### config.mk
export PLATFORM = sky130hd
export DESIGN_NAME = hdbn_line_encoder_flat
export DESIGN_NICKNAME = d
export VERILOG_FILES = /design/src/sv/hdbn_pkg.sv /design/src/sv/hdbn_if.sv /design/src/sv/hdbn_enc.sv /design/src/sv/hdbn_cell.sv /design/src/sv/hdbn_line_encoder.sv /design/src/flat_wrapper.sv
export SDC_FILE = /design/constraint.sdc
export NUM_CORES = 1
export LEC_CHECK = 0
export BUFFER_PORTS_ARGS = -buffer_cell sky130_fd_sc_hd__buf_4
export CAP_MARGIN = 10
export CELL_PAD_IN_SITES_DETAIL_PLACEMENT = 1
export CELL_PAD_IN_SITES_GLOBAL_PLACEMENT = 1
export CORE_ASPECT_RATIO = 1.25
export CORE_MARGIN = 2
export CORE_UTILIZATION = 49
export DETAILED_ROUTE_END_ITERATION = 12
export GPL_TIMING_DRIVEN = 0
export PLACE_DENSITY_LB_ADDON = 0.12
export SYNTH_ARGS = -nofsm -noshare
export SYNTH_HDL_FRONTEND = slang
export SYNTH_SLANG_ARGS = --single-unit
### constraint.sdc
create_clock -name clk -period 6.61 [get_ports clk]
set_input_delay 0.9915 -clock clk [delete_from_list [all_inputs] [get_ports clk]]
set_output_delay 0.9915 -clock clk [all_outputs]
set_load 0.03 [all_outputs]
### src/sv/hdbn_pkg.sv
// ----------------------------------------------------------------------------
// hdbn_pkg
// Shared types and codes for the HDBn line encoder.
// ----------------------------------------------------------------------------
package hdbn_pkg;

  // Ternary line symbol, two's complement.
  typedef logic signed [1:0] sym_t;

  localparam sym_t SYM_ZERO = 2'sb00;
  localparam sym_t SYM_POS  = 2'sb01;
  localparam sym_t SYM_NEG  = 2'sb11;

  // Configuration port
  localparam int CFG_INDEX_W = 2;
  localparam int CFG_DATA_W  = 4;

  typedef logic [CFG_INDEX_W-1:0] cfg_index_t;
  typedef logic [CFG_DATA_W-1:0]  cfg_data_t;

  localparam cfg_index_t REG_RUN_LENGTH                 = 2'd0;
  localparam cfg_index_t REG_INITIAL_PULSE_POSITIVE     = 2'd1;
  localparam cfg_index_t REG_INITIAL_VIOLATION_POSITIVE = 2'd2;

  localparam cfg_data_t RUN_LENGTH_RESET = 4'd4;
  localparam int        RUN_LENGTH_MIN   = 2;

  // Shape of the symbols released by one item: the first symbol (balancing
  // pulse slot), the last symbol, everything in between is zero.
  typedef struct packed {
    sym_t first_sym;
    sym_t last_sym;
    logic done;
  } burst_t;

  // One queued output symbol.
  typedef struct packed {
    sym_t symbol;
    logic last_of_burst;
    logic message_done;
  } slot_t;

endpackage

### src/sv/hdbn_if.sv
// ----------------------------------------------------------------------------
// hdbn_if
// Valid/ready channels of the HDBn line encoder: message bits in, symbols out.
// ----------------------------------------------------------------------------
interface hdbn_in_if;
  logic valid;
  logic ready;
  logic data_bit;
  logic first_of_message;
  logic end_of_message;

  modport source (output valid, output data_bit, output first_of_message,
                  output end_of_message, input ready);
  modport sink (input valid, input data_bit, input first_of_message,
                input end_of_message, output ready);
endinterface

interface hdbn_out_if;
  logic             valid;
  logic             ready;
  hdbn_pkg::sym_t   symbol;
  logic             last_of_burst;
  logic             message_done;

  modport source (output valid, output symbol, output last_of_burst,
                  output message_done, input ready);
  modport sink (input valid, input symbol, input last_of_burst,
                input message_done, output ready);
endinterface

### src/sv/hdbn_enc.sv
// ----------------------------------------------------------------------------
// hdbn_enc
// Configuration registers and encoder state; turns each item into a burst
// descriptor (length and shape of the symbols it releases).
// ----------------------------------------------------------------------------
module hdbn_enc #(
  parameter int MAX_RUN = 8
) (
  input  logic                                clk,
  input  logic                                rst,
  input  logic                                cfg_we,
  input  hdbn_pkg::cfg_index_t                cfg_index,
  input  hdbn_pkg::cfg_data_t                 cfg_data,
  input  logic                                accept,
  input  logic                                data_bit,
  input  logic                                first_of_message,
  input  logic                                end_of_message,
  output logic [$clog2(MAX_RUN+1)-1:0]        len,
  output hdbn_pkg::burst_t                    burst
);
  import hdbn_pkg::*;

  localparam int LW = $clog2(MAX_RUN + 1);
  localparam int HW = $clog2(MAX_RUN);

  function automatic logic [LW-1:0] run_clip(input cfg_data_t v);
    int r;
    r = int'(v);
    if (r < RUN_LENGTH_MIN) r = RUN_LENGTH_MIN;
    if (r > MAX_RUN) r = MAX_RUN;
    return LW'(r);
  endfunction

  logic [LW-1:0] run_eff;
  logic          init_pulse_pos;
  logic          init_viol_pos;

  logic [HW-1:0] held_zero_count, held_zero_count_next;
  logic          last_pulse_positive, last_pulse_positive_next;
  logic          last_violation_positive, last_violation_positive_next;

  logic [HW-1:0] held_eff;
  logic          lp, lv, v_pos;
  logic [LW-1:0] cnt;
  sym_t          v_sym;

  always_ff @(posedge clk) begin
    if (rst) begin
      run_eff        <= run_clip(RUN_LENGTH_RESET);
      init_pulse_pos <= 1'b0;
      init_viol_pos  <= 1'b0;
    end else if (cfg_we) begin
      unique case (cfg_index)
        REG_RUN_LENGTH:                 run_eff        <= run_clip(cfg_data);
        REG_INITIAL_PULSE_POSITIVE:     init_pulse_pos <= cfg_data[0];
        REG_INITIAL_VIOLATION_POSITIVE: init_viol_pos  <= cfg_data[0];
        default: ;
      endcase
    end
  end

  // Start of message reloads polarities and drops any held run.
  always_comb begin
    held_eff = first_of_message ? '0 : held_zero_count;
    lp       = first_of_message ? init_pulse_pos : last_pulse_positive;
    lv       = first_of_message ? init_viol_pos : last_violation_positive;
    cnt      = LW'(held_eff) + LW'(1);
    v_pos    = !lv;
    v_sym    = v_pos ? SYM_POS : SYM_NEG;
  end

  always_comb begin
    len                          = '0;
    burst.first_sym              = SYM_ZERO;
    burst.last_sym               = SYM_ZERO;
    burst.done                   = end_of_message;
    held_zero_count_next         = '0;
    last_pulse_positive_next     = lp;
    last_violation_positive_next = lv;
    if (data_bit) begin
      // held zeros, then a pulse of alternated polarity
      len                      = cnt;
      burst.last_sym           = lp ? SYM_NEG : SYM_POS;
      last_pulse_positive_next = !lp;
    end else if (cnt >= run_eff) begin
      // substitution block: B (if needed) 0 .. 0 V
      len                          = run_eff;
      burst.first_sym              = (lp != v_pos) ? v_sym : SYM_ZERO;
      burst.last_sym               = v_sym;
      last_pulse_positive_next     = v_pos;
      last_violation_positive_next = v_pos;
    end else if (end_of_message) begin
      len = cnt;
    end else begin
      held_zero_count_next = HW'(cnt);
    end
  end

  always_ff @(posedge clk) begin
    if (rst) begin
      held_zero_count         <= '0;
      last_pulse_positive     <= 1'b0;
      last_violation_positive <= 1'b0;
    end else if (accept) begin
      held_zero_count         <= held_zero_count_next;
      last_pulse_positive     <= last_pulse_positive_next;
      last_violation_positive <= last_violation_positive_next;
    end
  end

endmodule

### src/sv/hdbn_cell.sv
// ----------------------------------------------------------------------------
// hdbn_cell
// One slot of the output chain. Shifts toward the head on each pop and picks
// up its symbol from a burst when its position falls inside the burst.
// ----------------------------------------------------------------------------
module hdbn_cell #(
  parameter int POSITION = 0,
  parameter int PW       = 5,
  parameter int LW       = 4
) (
  input  logic             clk,
  input  logic             pop,
  input  logic             load,
  input  logic [PW-1:0]    base,
  input  logic [LW-1:0]    len,
  input  hdbn_pkg::burst_t burst,
  input  hdbn_pkg::slot_t  upstream,
  output hdbn_pkg::slot_t  slot
);
  import hdbn_pkg::*;

  localparam logic [PW:0] POS = (PW + 1)'(POSITION);

  logic [PW:0] first_pos, end_pos, last_pos;
  logic        hit;
  slot_t       fresh;

  always_comb begin
    first_pos = {1'b0, base};
    end_pos   = first_pos + (PW + 1)'(len);
    last_pos  = end_pos - (PW + 1)'(1);
    hit       = load && (POS >= first_pos) && (POS < end_pos);

    fresh.symbol        = SYM_ZERO;
    fresh.last_of_burst = 1'b0;
    fresh.message_done  = 1'b0;
    if (POS == last_pos) begin
      fresh.symbol        = burst.last_sym;
      fresh.last_of_burst = 1'b1;
      fresh.message_done  = burst.done;
    end else if (POS == first_pos) begin
      fresh.symbol = burst.first_sym;
    end
  end

  always_ff @(posedge clk) begin
    if (hit) begin
      slot <= fresh;
    end else if (pop) begin
      slot <= upstream;
    end
  end

endmodule

### src/sv/hdbn_line_encoder.sv
// ----------------------------------------------------------------------------
// hdbn_line_encoder
// HDBn line encoder: one message bit per input item, ternary symbols out.
// ----------------------------------------------------------------------------
// Takes one bit per clock while ready. An item releases 0 to MAX_RUN symbols
// at once into a chain of 2*MAX_RUN symbol cells; the head cell drives the
// output and the chain shifts by one per symbol taken, so symbols leave at
// one per cycle while the sink is ready, at the earliest the cycle after the
// releasing item. Bits are accepted while at least MAX_RUN cells are free,
// which with an always-ready sink holds for any bit pattern: sustained rate
// is one item per cycle, set by the encoder state update and the chain head.
// ----------------------------------------------------------------------------
module hdbn_line_encoder #(
  parameter int MAX_RUN = 8
) (
  input  logic                 clk,
  input  logic                 rst,
  input  logic                 cfg_we,
  input  hdbn_pkg::cfg_index_t cfg_index,
  input  hdbn_pkg::cfg_data_t  cfg_data,
  hdbn_in_if.sink              bits,
  hdbn_out_if.source           symbols
);
  import hdbn_pkg::*;

  localparam int DEPTH = 2 * MAX_RUN;
  localparam int PW    = $clog2(DEPTH + 1);
  localparam int LW    = $clog2(MAX_RUN + 1);

  logic [PW-1:0] occ, occ_next, base;
  logic          accept, pop;
  logic [LW-1:0] len;
  burst_t        burst;
  slot_t         slots [DEPTH+1];

  assign bits.ready = !rst && (occ <= PW'(MAX_RUN));
  assign accept     = bits.valid && bits.ready;
  assign pop        = symbols.valid && symbols.ready;

  hdbn_enc #(
    .MAX_RUN (MAX_RUN)
  ) u_enc (
    .clk              (clk),
    .rst              (rst),
    .cfg_we           (cfg_we),
    .cfg_index        (cfg_index),
    .cfg_data         (cfg_data),
    .accept           (accept),
    .data_bit         (bits.data_bit),
    .first_of_message (bits.first_of_message),
    .end_of_message   (bits.end_of_message),
    .len              (len),
    .burst            (burst)
  );

  // occupancy after this cycle's pop is where a new burst lands
  always_comb begin
    base     = occ - PW'(pop);
    occ_next = base + (accept ? PW'(len) : '0);
  end

  always_ff @(posedge clk) begin
    if (rst) begin
      occ <= '0;
    end else begin
      occ <= occ_next;
    end
  end

  assign slots[DEPTH] = '0;

  for (genvar i = 0; i < DEPTH; i++) begin : g_cell
    hdbn_cell #(
      .POSITION (i),
      .PW       (PW),
      .LW       (LW)
    ) u_cell (
      .clk      (clk),
      .pop      (pop),
      .load     (accept),
      .base     (base),
      .len      (len),
      .burst    (burst),
      .upstream (slots[i+1]),
      .slot     (slots[i])
    );
  end

  assign symbols.valid         = (occ != '0);
  assign symbols.symbol        = slots[0].symbol;
  assign symbols.last_of_burst = slots[0].last_of_burst;
  assign symbols.message_done  = slots[0].message_done;

`ifndef NO_ASSERTIONS
  a_occ_bound: assert property (@(posedge clk) disable iff (rst)
    occ <= PW'(DEPTH))
    else $error("output chain overfilled");

  a_burst_visible: assert property (@(posedge clk) disable iff (rst)
    (accept && len != '0) |=> symbols.valid)
    else $error("released burst not presented");

  a_sym_legal: assert property (@(posedge clk) disable iff (rst)
    symbols.valid |-> (symbols.symbol != 2'sb10))
    else $error("illegal symbol code at head");

  a_done_is_last: assert property (@(posedge clk) disable iff (rst)
    (symbols.valid && symbols.message_done) |-> symbols.last_of_burst)
    else $error("message end not on last symbol of burst");
`endif

endmodule
### src/flat_wrapper.sv
// flat-port wrapper written by rule: the top's interface ports become plain ports
module hdbn_line_encoder_flat import hdbn_pkg::*;
#(
  parameter int MAX_RUN = 8
)
  (clk, rst, cfg_we, cfg_index, cfg_data, bits_valid, bits_data_bit, bits_first_of_message, bits_end_of_message, bits_ready, symbols_valid, symbols_symbol, symbols_last_of_burst, symbols_message_done, symbols_ready);
  hdbn_in_if bits_i ();
  hdbn_out_if symbols_i ();
  input  logic clk;
  input  logic rst;
  input  logic cfg_we;
  input  hdbn_pkg::cfg_index_t cfg_index;
  input  hdbn_pkg::cfg_data_t cfg_data;
  input wire logic [$bits(bits_i.valid)-1:0] bits_valid;
  input wire logic [$bits(bits_i.data_bit)-1:0] bits_data_bit;
  input wire logic [$bits(bits_i.first_of_message)-1:0] bits_first_of_message;
  input wire logic [$bits(bits_i.end_of_message)-1:0] bits_end_of_message;
  output wire logic [$bits(bits_i.ready)-1:0] bits_ready;
  output wire logic [$bits(symbols_i.valid)-1:0] symbols_valid;
  output wire logic [$bits(symbols_i.symbol)-1:0] symbols_symbol;
  output wire logic [$bits(symbols_i.last_of_burst)-1:0] symbols_last_of_burst;
  output wire logic [$bits(symbols_i.message_done)-1:0] symbols_message_done;
  input wire logic [$bits(symbols_i.ready)-1:0] symbols_ready;
  assign bits_i.valid = bits_valid;
  assign bits_i.data_bit = bits_data_bit;
  assign bits_i.first_of_message = bits_first_of_message;
  assign bits_i.end_of_message = bits_end_of_message;
  assign bits_ready = bits_i.ready;
  assign symbols_valid = symbols_i.valid;
  assign symbols_symbol = symbols_i.symbol;
  assign symbols_last_of_burst = symbols_i.last_of_burst;
  assign symbols_message_done = symbols_i.message_done;
  assign symbols_i.ready = symbols_ready;
  hdbn_line_encoder #(.MAX_RUN(MAX_RUN)) u_core (.clk(clk), .rst(rst), .cfg_we(cfg_we), .cfg_index(cfg_index), .cfg_data(cfg_data), .bits(bits_i), .symbols(symbols_i));
endmodule
==> flow_metrics.tcl <==
set metrics [dict create \
    run_status "finished, final reports clean" \
    synth_area_per_cell_um2 9.45 \
    synth-compound-area-share 0.191 \
    setup.worst_path.class "reg2reg" \
    finalSetupViolCount 0 \
    placement.setup.worst_slack_ps -579 \
    max_cap_viol_count 0 \
    grt_antenna_before_repair 0 \
    synth_top_family_by_area "simple AND/OR/NAND/NOR gates" \
    via_count 4799 \
    seq_total_area_yosys 0.415 \
    io_pins 20 \
    gr-usage-all-layers 0.301 \
    cts_sinks 80 \
    synthesis.nets 605 \
    crit_required_ps 6720 \
    tritoncts "done" \
    num_rows 42 \
    initial_core_utilization 0.507 \
    h-tree-depth 3 \
    critical_path.startpoint_type "flip-flop" \
    layout.filler_cells 1210 \
    post_synth_xor_area_fraction 0.0224 \
    final_hold_viol_count 0 \
    post_synth_mux_area_share 0.0703 \
    worstMarginPinSlew_ps 1130 \
    finish.utilization 0.570 \
    path_max_fanout 10 \
    floorplan.die_area_mm2 0.0119 \
    die_height_um 121 \
    remaining_design_rule_violation_count 0 \
    via_count_of_the_first_global_routing_pass 5096 \
    finalMaxSlewViolations 0 \
    synth-simple-area-share 0.221 \
    synth_edf_count 64 \
    final_layout_size_suffix_gt1_frac 0.149 \
    grt_setup_unrepaired "false" \
    post-dp-hpwl_mm 13.2 \
    clock_root_buffer "sky130_fd_sc_hd__clkbuf_16" \
    core_area_mm2 0.0107 \
    design.final.nets 637 \
    wirelength_mm 17.3 \
    area_used_by_multi_input_combinational_logic_mm2 0.00302 \
    final_clock_period_utilization_by_the_worst_path 0.945 \
    ys_dominant_reg_cell "sky130_fd_sc_hd__edfxtp_1" \
    synth.ff_latch_count 80 \
    die_w_um 98.0 \
    worst_clock_skew_ps 8.14 \
    setup_ws_ps 363 \
    numCtsBuffers 9 \
    final.min_clock_period_ps 6250 \
    adder_cell_area_share_of_the_yosys_netlist 0.0467 \
    worst_setup_hold_path_clk_slew_ps 70 \
    max_clock_freq_ghz 0.160 \
    synth-warning-count 0 \
    worst-endpoint-arrival_ps 6360 \
    instances_no_fill 741 \
    grt_first_pass_wirelength_mm 27.3 \
    ctsLongestPathBuffers 2 \
    timing.slew.headroom 0.245 \
    kind_of_end_point_of_the_critical_path "flip-flop" \
    gp_routability_congestion 0.985 \
    post_synth_instance_area_mm2 0.00541 \
    ff_latch_area_mm2 0.00224 \
    synth_cells 572 \
    route.antenna.remaining_nets 0 \
    grt_start_max_net_pins 15 \
    hold_path_class "reg2reg" \
    drt-wirelength-per-cell_um 23.3 \
    grt_overflow 0 \
    io_buffer_count 17 \
    synth-async-reset-ratio 0 \
    layout_commonest_cell "sky130_fd_sc_hd__nand2_1" \
    worstHoldPathCells 2 \
    commonest_non_fill_non_tap_cells_in_the_layout "sky130_fd_sc_hd__nand2_1 (68), sky130_fd_sc_hd__edfxtp_1 (64), sky130_fd_sc_hd__nor2_1 (54)" \
    rr_worst_depth 20 \
    numPlacedInstances 722 \
    clk_latency_ps 360 \
    insertedDiodeCount 0 \
    first_pass_iters 6 \
    initialDrtViolationCount 269 \
    synthDistinctLibCells 69 \
    viasPerCell 6.48 \
    area_growth_pct 12.5 \
    fin_tns_setup_ps 0 \
]
## flip-flops by register name (all words and copies together) (netlist names)
name / cells
u_core.u_enc.init_viol_pos: 1
u_core.u_enc.held_zero_count: 3
u_core.u_enc.init_pulse_pos: 1
u_core.u_enc.run_eff: 4
u_core.g_cell.u_cell.slot: 64
u_core.u_enc.last_violation_positive: 1
u_core.u_enc.last_pulse_positive: 1
u_core.occ: 5
## cell families (layout without fill, tap and decap cells)
| group | Yosys count | after routing |
|---|---|---|
| AND/OR/NAND/NOR | 241 | 241 |
| AO/OA/AOI/OAI | 140 | 140 |
| flip-flops | 80 | 80 |
| buffers and inverters | 44 | 81 |
| multiplexers | 35 | 35 |
| adder cells (fa/ha/maj) | 19 | 19 |
| XOR/XNOR | 13 | 13 |
## cell usage after synthesis (3+ instances only)
cell	n	share of area
sky130_fd_sc_hd__mux2i_1	11	0.020
sky130_fd_sc_hd__mux2_2	24	0.050
sky130_fd_sc_hd__o211ai_1	10	0.014
sky130_fd_sc_hd__xnor2_1	10	0.016
sky130_fd_sc_hd__clkbuf_1	19	0.013
sky130_fd_sc_hd__o22ai_1	5	0.0058
sky130_fd_sc_hd__and3_1	8	0.0093
sky130_fd_sc_hd__a31oi_1	5	0.0058
sky130_fd_sc_hd__edfxtp_1	64	0.36
sky130_fd_sc_hd__nand3_1	18	0.017
sky130_fd_sc_hd__a21o_1	11	0.015
sky130_fd_sc_hd__nor2_1	55	0.038
sky130_fd_sc_hd__and2_1	10	0.012
sky130_fd_sc_hd__o31ai_1	11	0.015
sky130_fd_sc_hd__o31a_1	6	0.0097
sky130_fd_sc_hd__a22o_1	9	0.015
sky130_fd_sc_hd__nand2b_1	15	0.017
sky130_fd_sc_hd__nand2_1	68	0.047
sky130_fd_sc_hd__a21oi_1	25	0.023
sky130_fd_sc_hd__nand4_1	8	0.0093
sky130_fd_sc_hd__o21ai_0	24	0.022
sky130_fd_sc_hd__or3_1	6	0.0069
sky130_fd_sc_hd__nor3_1	21	0.019
sky130_fd_sc_hd__inv_1	21	0.015
sky130_fd_sc_hd__nor2b_1	13	0.015
sky130_fd_sc_hd__nor3b_1	3	0.0042
sky130_fd_sc_hd__a211o_1	4	0.0065
sky130_fd_sc_hd__dfxtp_1	16	0.059
sky130_fd_sc_hd__ha_1	17	0.039
## final cells by class
class / count / area share
plain buffers: 23 / 0.0175
clock buffers: 10 / 0.0376
clock inverters: 6 / 0.0150
inverters: 21 / 0.0130
multi-input cells: 448 / 0.496
flip-flops and latches: 80 / 0.369
well taps: 132 / 0.0271
repair buffers: 21 / 0.0255
## critical path, cell delays in order, from the launching register on
cell	delay, ps
sky130_fd_sc_hd__dfxtp_1	310
sky130_fd_sc_hd__buf_6	130
sky130_fd_sc_hd__or3_1	400
sky130_fd_sc_hd__nand2b_1	170
sky130_fd_sc_hd__nand2_1	400
sky130_fd_sc_hd__clkbuf_2	410
sky130_fd_sc_hd__inv_1	80
sky130_fd_sc_hd__ha_1	340
sky130_fd_sc_hd__clkbuf_2	290
sky130_fd_sc_hd__inv_1	240
sky130_fd_sc_hd__ha_1	300
sky130_fd_sc_hd__fa_1	500
sky130_fd_sc_hd__clkbuf_1	460
sky130_fd_sc_hd__nor2_1	210
sky130_fd_sc_hd__and3_1	230
sky130_fd_sc_hd__a22o_1	210
sky130_fd_sc_hd__o21ai_4	330
sky130_fd_sc_hd__or2_0	160
sky130_fd_sc_hd__clkbuf_1	330
sky130_fd_sc_hd__a21oi_1	170
sky130_fd_sc_hd__o31a_1	310
## timing repair
action | 4_1_cts | 5_1_grt
setup buffers | 0 | 3
gates cloned | 0 | 0
endpoints found under the hold margin | 0 | 0
pin swaps | 0 | 1
hold buffers | 0 | 0
setup endpoints to repair | 49 | 56
resized for setup | 3 | 8
## stage by stage
| stage | hold slack (ps) | instance area (um^2) |
|---|---|---|
| floorplan | 432 | 5410 |
| global placement | 447 | 5700 |
| detailed placement | 454 | 5710 |
| CTS | 463 | 6030 |
| global route | 503 | 6080 |
| finish | 461 | 6080 |
## worst paths after layout
kind	from	endpoint	slack, ps
setup reg to reg	u_core.occ[2]	u_core.g_cell[0].u_cell.slot[3]	360
setup / recovery	u_core.occ[2]	u_core.g_cell[0].u_cell.slot[3]	360
hold reg to reg	u_core.u_enc.held_zero_count[0]	u_core.u_enc.held_zero_count[0]	460
hold / removal	u_core.u_enc.held_zero_count[0]	u_core.u_enc.held_zero_count[0]	460
## metal layers
| layer | vias to the layer above | part of all wire | wire length, um | GRT usage |
|---|---|---|---|---|
| li1 | 2207 | - | - | - |
| met1 | 2356 | 0.39 | 6750 | 0.343 |
| met2 | 174 | 0.51 | 8840 | 0.538 |
| met3 | 62 | 0.043 | 734 | 0.0518 |
| met4 | 0 | 0.054 | 935 | 0.158 |
| met5 | - | 0 | 0 | 0 |
Power is left out: the tool's default activity adds up to more than one toggle a clock period on the data nets, which glitch-free logic cannot reach.
